[config.mk]
export PLATFORM = sky130hd
export DESIGN_NAME = tofp_controller
export DESIGN_NICKNAME = d
export VERILOG_FILES = /design/src/sv/tofp_pkg.sv /design/src/sv/tofp_controller.sv
export SDC_FILE = /design/constraint.sdc
export NUM_CORES = 1
export LEC_CHECK = 0
export BUFFER_PORTS_ARGS = -buffer_cell sky130_fd_sc_hd__buf_2
export CAP_MARGIN = 5
export CELL_PAD_IN_SITES_DETAIL_PLACEMENT = 0
export CELL_PAD_IN_SITES_GLOBAL_PLACEMENT = 1
export CORE_AREA = 5 5 42 44
export DETAILED_ROUTE_END_ITERATION = 16
export DIE_AREA = 0 0 47 49
export GPL_ROUTABILITY_DRIVEN = 0
export PLACE_DENSITY = 0.64
export RECOVER_POWER = 100
export SLEW_MARGIN = 20
export SYNTH_ARGS = -nofsm -noshare
export SYNTH_HDL_FRONTEND = slang
export SYNTH_SLANG_ARGS = --single-unit
[constraint.sdc]
create_clock -name clock -period 2.4 [get_ports clock]
set_input_delay 0.48 -clock clock [delete_from_list [all_inputs] [get_ports clock]]
set_output_delay 0.48 -clock clock [all_outputs]
set_load 0.01 [all_outputs]
[src/sv/tofp_pkg.sv]
// package: shared types and constants for the first-fit offset planner
`timescale 1ns / 1ps
package tofp_pkg;

   localparam int TABLE_DEPTH_DEFAULT = 64;
   localparam int ADDR_BITS_DEFAULT   = 32;
   localparam int STEP_BITS_DEFAULT   = 16;
   localparam int SIZE_W              = 32;
   localparam int STEP_W              = 16;
   localparam int OUT_W               = 32;
   localparam int ALIGN_W             = 4;
   localparam logic [ALIGN_W-1:0] ALIGN_RESET = 4'd6;

   typedef enum logic [1:0] {
      STATUS_OK       = 2'd0,
      STATUS_FULL     = 2'd1,
      STATUS_OVERFLOW = 2'd2
   } status_type;

   typedef enum logic [3:0] {
      ST_IDLE,
      ST_PRUNE,
      ST_CHECK,
      ST_SEARCH,
      ST_FETCH,
      ST_STEP,
      ST_PLACE,
      ST_FINISH
   } state_type;

   typedef enum logic [3:0] {
      OP_NONE,
      OP_LOAD,
      OP_PRUNE,
      OP_CHECK,
      OP_SEARCH,
      OP_FETCH,
      OP_STEP,
      OP_PLACE,
      OP_EMIT
   } op_type;

   typedef struct packed {
      op_type op;
   } cmd_type;

   typedef struct packed {
      logic sweep_done;
      logic has_free;
      logic found;
      logic fits;
      logic rsp_free;
   } stat_type;

endpackage

[src/sv/tofp_controller.sv]
// controller: sequences prune, ordered search, placement and response
`timescale 1ns / 1ps
module tofp_controller import tofp_pkg::*; (
   input  logic     clock,
   input  logic     reset,
   input  logic     req_valid,
   output logic     req_ready,
   input  stat_type stat,
   output cmd_type  cmd
);

   state_type state_ff, state_in;

   always_ff @(posedge clock) begin
      if (reset) begin
         state_ff <= ST_IDLE;
      end else begin
         state_ff <= state_in;
      end
   end

   always_comb begin
      state_in  = state_ff;
      req_ready = 1'b0;
      cmd.op    = OP_NONE;
      unique case (state_ff)
         ST_IDLE: begin
            req_ready = 1'b1;
            if (req_valid) begin
               cmd.op   = OP_LOAD;
               state_in = ST_PRUNE;
            end
         end
         ST_PRUNE: begin
            cmd.op = OP_PRUNE;
            if (stat.sweep_done) state_in = ST_CHECK;
         end
         ST_CHECK: begin
            cmd.op   = OP_CHECK;
            state_in = stat.has_free ? ST_SEARCH : ST_FINISH;
         end
         ST_SEARCH: begin
            cmd.op = OP_SEARCH;
            if (stat.sweep_done) state_in = stat.found ? ST_FETCH : ST_PLACE;
         end
         ST_FETCH: begin
            cmd.op   = OP_FETCH;
            state_in = stat.fits ? ST_PLACE : ST_STEP;
         end
         ST_STEP: begin
            cmd.op   = OP_STEP;
            state_in = ST_SEARCH;
         end
         ST_PLACE: begin
            cmd.op   = OP_PLACE;
            state_in = ST_FINISH;
         end
         ST_FINISH: begin
            if (stat.rsp_free) begin
               cmd.op   = OP_EMIT;
               state_in = ST_IDLE;
            end
         end
         default: state_in = ST_IDLE;
      endcase
   end

endmodule

==> results by stage, run 1 <==
Layout:
- The fraction of final layout cells sized beyond drive strength 1 is 28.6%.
- 0 antenna diodes ended up in the layout.
- The flip-flop count of the largest register after layout is 3.
- In the final design database the tool counted 58 nets.
- Once layout is done, the placed cells without fillers occupy 349 um2.
- More flip-flops sit in one register than any other, and that register is state_ff.
- In the final layout, flip-flops and latches occupy 60.1 um2.
- The area growth from synthesis to layout is 20.3%.
- The filler cell count in the final layout is 171.
- The largest registers in the layout are state_ff x3.
- Summing all multi-input logic gate instances after layout gives 178 um2.

Clocking:
- The longest clock path from root to sink contains 2 buffers.
- CTS built an H-tree with a depth of 1.
- In this run the clock root is driven by a clkbuf_4.
- The TritonCTS sink count is 3.
- The number of buffers added to fix hold violations after cts is 0.
- The later pin in the worst-skew pair is clocked with a latency of 230 ps.
- In this run the post-CTS setup repair buffer count came out at 0.
- The clock-pin slew on the worst setup and hold paths is 40 ps.
- The clock tree from TritonCTS is built.
- The quantity of gates resized following cts is 0.
- Buffers inserted during clock tree synthesis total 3.

Pwr:
- The largest voltage drop on the vdd net is 0.412 mV.
- In this run the power density over the cells is 711 nW/um2.
- The total power is 0.248 mW.
- The leakage power figure is 0.147 nW.

Synthesis:
- In this run the biggest area consumer among cell types represents 20.7% of the synthesized area.
- The XOR/XNOR share of the synthesized area is 6.03%.
- The area fraction in and, or, nand and nor cells after synthesis is 31.9%.
- The number of standard cells after synthesis is 36.
- The synthesized netlist net count is 44.
- The proportion of synthesized area in mux cells is 0%.
- The synthesized netlist occupies a cell area of 290 um2.
- The fraction of the mapped netlist area in adder cells is 0%.
- The average size of a mapped cell is 8.06 um2.
- Summing the areas of all compound-gate instances in the mapped netlist gives 25.9% of the synthesized area.
- After synthesis, the largest family of logic cells by area is simple AND/OR/NAND/NOR gates.
- Sorting the synthesized cells by area gives the leading types as dfxtp_1 21%, buf_6 12%, nor2_1 6.5%.
- Of the synthesized area, sequential elements account for 20.7%.
- The most common cell in the netlist is nor2_1.
- In this run, synthesis inferred 0 flip-flops with an integrated enable.
- The number of synthesis warnings is 0.
- The post-synthesis sequential element count is 3.
- The fraction of registers with async set/reset is 0%.
- Of all cell types, the one taking the most synthesized area is dfxtp_1.
- The distinct cell type count of the synthesized netlist is 22.
- By count the netlist is led by 5 x nor2_1, 3 x buf_6, 3 x dfxtp_1, 3 x inv_1.
- In the synthesized netlist the dominant register cell turns out to be dfxtp_1.

Detailed routing:
- The first TritonRoute pass finished after 2 iterations.
- The wire length after detailed routing is 657 um.
- The via count is 287.
- The count of nets left with antenna violations after detail routing is 0.
- After detailed routing, the number of vias per cell comes to 4.42.
- The number of design-rule violations left by the first detailed-router iteration is 4.
- The wire length per cell after detailed routing is 10.1 um.
- For this run, design rule violations remaining after detail routing come to 0.

Place:
- Summed over all nets, the half-perimeter wirelength after detailed placement is 512 um.
- The number of buffer cells added on primary ports is 12.
- In this run the cell area measured after placement is 337 um2.

Worst hold path:
- The number of cells traversed by the worst hold path is 2.
- The class of the tightest hold or removal check is primary input to flop.

Floorplan:
- The core box area is 1400 um2.
- The effective utilization at floorplan is 20.7%.
- 13 I/O pins were placed.
- Measured along the y axis, the die boundary spans 49 um.
- Measured along the x axis, the die boundary spans 47 um.
- The site row count is 14.
- The die covers 2300 um2.

Worst setup path:
- The worst path required time is 1920 ps.
- The number of gates on the worst path with buffers counted is 3.
- Data on the critical path arrives at its endpoint at 1280 ps.
- On the critical path, the stage with the largest delay is an instance of dfxtp_1.
- The type of the worst setup path is flop to output port.
- STA classifies the critical path startpoint as a flop.
- The maximum fanout count along the critical path is 12.
- Counting both buffers and inverters, the worst setup path holds a total of 1.
- STA classifies the critical path endpoint as an output port.
- In this design, the largest share of critical-path delay is due to flip-flops.
- The worst stage delay on the critical path is 540 ps.
- The worst register-to-register path has a depth of 3.
- The critical path goes through nand2_1, xnor2_1, clkbuf_1.

Job:
- The tool flagged a number of max-cap violations equal to 0.

Timing:
- In this run the tightest slew margin relative to its limit is 70.0%.
- The summed negative setup slack over all endpoints is 0 ps.
- The highest clock frequency the design can meet is 570 MHz.
- The final critical path takes up 73.2% of the cycle.
- Setup repair after global routing left no endpoint under its margin.
- The max-slew violation count is 0.
- Subtracting the final worst setup slack from the clock period gives 1760 ps.
- The largest clock skew in the final design is 3.72 ps.
- Setup violations remaining at the end of the flow were counted as 0.
- The final-report hold violation count was 0.
- For the pin with the worst max-slew slack, the measured transition is 450 ps.

GRT:
- Summed over all layers, the global routing overflow is 0.
- The initial antenna violation count is 0.
- The pin count of the biggest net entering global routing is 15.
- The number of global-route vias before repair is 279.
- Global routing used 7.16% of the available tracks across all layers.
- The first global-routing pass estimated 1.17 mm of wire.

Run status:
- The flow ran to the end, and the final reports show no timing, DRC or antenna violations.
-- placed cells by master (no fill, tap or decap) --
cell type,netlist,layout
a21oi_1,1,1
a221oi_1,1,1
and3b_1,1,1
and3b_2,1,1
buf_2,0,7
clkbuf_1,0,6
clkbuf_4,0,3
dfxtp_1,3,3
inv_1,3,3
nand2_1,2,2
nand2_2,1,1
nand3_1,1,1
nor2_1,5,5
nor2b_1,1,1
nor3_1,2,2
nor3b_1,1,1
nor4_2,1,1
o21ai_0,2,3
o21ai_1,2,1
o2bb2ai_1,1,1
o311ai_0,0,1
o41ai_2,1,1
xnor2_1,1,1
xor2_1,1,1
-- per-stage QoR --
step	cells	hold WS [ps]	setup WS [ps]	util, %
finish	65	468	644	24.9
floorplan	36	549	1120	-
global placement	61	645	926	24.0
CTS	65	461	646	25.9
detailed placement	61	639	907	24.0
global route	65	471	502	24.9
-- layer usage --
metal  global-route usage [%]  up-vias  share of wire, %
li1                         -      154                 -
met1                     9.80      120                51
met2                     8.60       13                37
met3                     5.90        0                12
met4                     1.38        0                 0
met5                        0        -                 0
-- power breakdown --
group | internal (mW) | switching, mW | leakage, nW | total, mW
Clock | 0.0621 | 0.0238 | 0.0150 | 0.0859
Combinational | 0.0379 | 0.0422 | 0.107 | 0.0801
Sequential | 0.0583 | 0.0238 | 0.0247 | 0.0821
Total | 0.158 | 0.0898 | 0.147 | 0.248
-- cells by family (layout without fill, tap and decap cells) --
logic type	count (synthesis)	after routing
AOI/OAI and AO/OA	9	9
xor gates and xnor gates	2	2
buffers and inverters	6	19
DFF	3	3
and+or+nand+nor	16	16
-- path summary, 6_finish.rpt --
kind / end / startpoint / slack [ps]
min reg2reg: state_ff[2] / state_ff[1] / 640
min: state_ff[2] / reset / 470
max reg2reg: state_ff[1] / state_ff[2] / 1010
max: cmd[2] / state_ff[0] / 640
-- cell type report --
class	count	share of cell area, %
tap	16	5.73
sequential	3	17.2
inverter	3	3.23
clock buffer	4	7.53
multi-input combinational	27	50.9
timing repair buffer	12	15.4
Note: power is estimated with default switching activity, not from simulation.
==> run 2, diff against run 1 <==
- ABC_AREA: default -> 1
- PLACE_DENSITY: 0.64 -> 0.71
- clock period: 2.4 -> 1.7 ns (I/O delays scaled with it)
==> results by stage, run 2 <==
GRT:
- The number of global-route vias before repair came to 306.
- After global routing the overflow that remains totals 0.
- Global routing consumed, over all layers together, 7.17% of the routing resources.
- The pin count of the biggest net entering global routing is 11.
- The wire length of the first global-routing pass is 1.16 mm.
- The initial antenna violation count is 0.

Worst hold path:
- In this run the worst hold path is classified as primary input to flop.

Timing:
- At the pin with the least slew margin, the transition time is 342 ps.
- The relative slew slack is 77.2%.
- Setup repair after global routing left no endpoint under its margin.
- The max-slew violation count came to 0.
- For this run, the top clock speed supported by timing is 651 MHz.
- The final critical-path share of the clock period is 90.4%.
- The summed negative setup slack over all endpoints is 0 ps.
- The largest clock skew in the final design is 3.04 ps.
- The number of failing setup endpoints in the final timing report is 0.
- The final critical path time including I/O delays and setup is 1540 ps.
- The final worst hold slack is 298 ps.
- The final-report hold violation count is 0.

Synthesis:
- The number of standard cells after synthesis is 57.
- In this run, distinct cell masters in the synthesized netlist total 17.
- Among all cell types in the netlist, the one instantiated most often is nand2_1.
- The share of the yosys chip area belonging to registers is 18.9%.
- In the synthesized netlist, the cells that appear most often are 20 x nand2_1, 5 x inv_1, 5 x nor2_1, 4 x nand3_1, 4 x nor2_2.
- Counting flops with a built-in enable in the synthesized netlist gives 0.
- The fraction of registers with async set/reset is 0%.
- A synthesized cell averages 5.58 um2.
- For this run, the number of Yosys warnings is 0.
- The number of nets handed over by synthesis was 65.
- The post-synthesis sequential element count is 3.
- For this run, the leading register cell type out of synthesis is dfxtp_1.
- The fraction of synthesized cell area taken by the top area cell type is 23.6%.
- Summing every instance area after synthesis gives 318 um2.
- Ranked by total cell area, the synthesized netlist is headed by nand2_1 24%, dfxtp_1 19%, nor2_2 7.9%.
- Summed over all instances, the cell type with the most area after synthesis is nand2_1.

Place:
- Once detailed placement completed, the half-perimeter wirelength came to 650 um.
- The number of buffer cells added on primary ports is 12.

Run status:
- The run finished with clean final reports.

Pwr:
- The share of total power dissipated in combinational logic is 41.8%.
- Dividing total power by cell area gives a power density of 1020 nW/um2.
- The internal portion of the total power is 0.232 mW.
- The leakage power figure is 0.227 nW.
- The clock network fraction of total power is 30.9%.
- Net switching is 42.0% of the power.
- Across the VDD grid, the largest voltage drop is 0.322 mV.
- Summed over all nets, the switching power comes to 0.168 mW.
- In this run, flip-flops and latches consume 27.3% of the power.

Detailed routing:
- In the routed design, unresolved DRC markers number 0.
- In this run the remaining antenna-violating nets after routing total 0.
- For this run, the detailed router's first-pass iteration total came to 4.
- For this block, the routed nets add up to 801 um of wire.
- The via count is 372.
- The mean number of vias per cell is 4.28.
- The number of design-rule violations left by the first detailed-router iteration is 16.
- In the final routed layout, each cell accounts on average for 9.21 um.

Clocking:
- The quantity of gates resized following cts is 0.
- TritonCTS created 3 clock buffers.
- The latest clock arrival within the worst-skew pair is 230 ps.
- In this run the number of H-tree levels came out at 1.
- The root buffer cell chosen for the clock tree is clkbuf_4.
- The buffers inserted during post-CTS setup optimization is 0.
- In this run, post-CTS hold repair placed 0 buffers.
- The clock-pin slew on the worst setup and hold paths is 40 ps.
- The clock tree from TritonCTS is built.
- The TritonCTS sink count is 3.
- The longest clock path from root to sink contains 2 buffers.

Layout:
- The flip-flop count of the largest register after layout is 3.
- The filler cell count in the final layout is 182.
- Leaving out fill and tap cells, the most frequent cell in the layout is nand2_1.
- The repair_antennas step left the layout with diodes totalling 0.
- Counting flops per register, the top entry is state_ff.
- At the end of the flow, the number of nets in the layout was 80.
- In the layout the commonest cells are 21 x nand2_1, 9 x buf_2, 7 x nor2_1.
- Cells fill 27.9% of the core in the end.
- Cells with a size suffix above 1 make up 26.8% of the layout.
- In the final layout, the registers with the most flip-flops are state_ff x3.
- Compared with the post-synthesis result, the final layout area differs by 22.8%.

Worst setup path:
- For flop-to-flop paths, the worst setup slack is 510 ps.
- The worst stage delay on the critical path is 490 ps.
- The type of the worst setup path is flop to output port.
- The arrival time at the worst endpoint is 1200 ps.
- The kind of launch point of the worst setup path is a flop.
- The signal on the critical path passes through nand2_1, nor3_1, buf_2.
- At the worst endpoint, the required time is 1360 ps.
- The worst setup path is captured at an output port.
- Along the worst path, the maximum fanout reaches 10.
- For this design, the slowest cell found on the critical path is dfxtp_1.

Floorplan:
- The number of top-level pins is 13.
- Measured along the y axis, the die boundary spans 49 um.
- For this configuration, the core starts out at a cell density of 22.7%.
- The die outline area is 2300 um2.
- The core box area is 1400 um2.
- The x dimension of the die is 47 um.
- The site row count is 14.

Job:
- Max-cap violations in this run came to 0.
run 2: cell types whose count changed after synthesis, sizes merged, moves of 2 or more:
cell,before,now
nand4,0,2
nor2,5,9
and3b,2,0
inv,3,8
nand2,3,21
nand3,1,5
run 2: final timing paths:
| kind | from | to | cells past startpoint |
|---|---|---|---|
| worst max-delay path | state_ff[1] | cmd[3] | 3 |
| worst min-delay path | reset | state_ff[0] | 2 |
| worst max register to register | state_ff[1] | state_ff[1] | 5 |
| worst min register to register | state_ff[1] | state_ff[1] | 2 |
run 2: area by class of cell:
| type | instances | area, um2 | share of cell area [%] |
|---|---|---|---|
| tap | 16 | 20.0 | 5.13 |
| clock buffer | 4 | 26.3 | 6.73 |
| multi-input combinational | 43 | 190 | 48.7 |
| inverter | 9 | 37.5 | 9.62 |
| timing repair buffer | 12 | 56.3 | 14.4 |
| sequential | 3 | 60.1 | 15.4 |
run 2: kinds of logic (layout without fill, tap and decap cells):
kind of cell / Yosys count / after routing / synth area share, %
simple gates: 38 / 38 / 54.3
buf+inv: 11 / 25 / 18.9
compound gates: 5 / 5 / 7.87
flops: 3 / 3 / 18.9
run 2: worst max-delay path: cells and delay by family, from the launching register on:
kind	cells	cell delay [ps]
flops	1	490
buf+inv	1	150
simple gates	2	320
run 2: power groups by stage:
stage	logic [mW]	registers, mW	clock network (mW)
2_1_floorplan	0.155	0.0941	0
3_3_place_gp	0.183	0.113	0
3_5_place_dp	0.180	0.112	0
4_1_cts	0.180	0.111	0.130
5_1_grt	0.192	0.113	0.134
6_report	0.167	0.109	0.123
run 2: stage by stage:
stage / power (mW) / cells / instance area (um2) / setup WS [ps]
floorplan: 0.249 / 57 / 318 / 568
detailed placement: 0.292 / 83 / 375 / 413
global route: 0.440 / 87 / 390 / 42.1
CTS: 0.421 / 87 / 402 / 163
global placement: 0.296 / 83 / 375 / 398
finish: 0.399 / 87 / 390 / 163
run 2: metal layers:
metal / wire, um / track usage, %
met5: 0 / 0
met4: 0 / 8.29
met3: 29 / 0.369
met2: 434 / 10.2
met1: 337 / 8.32
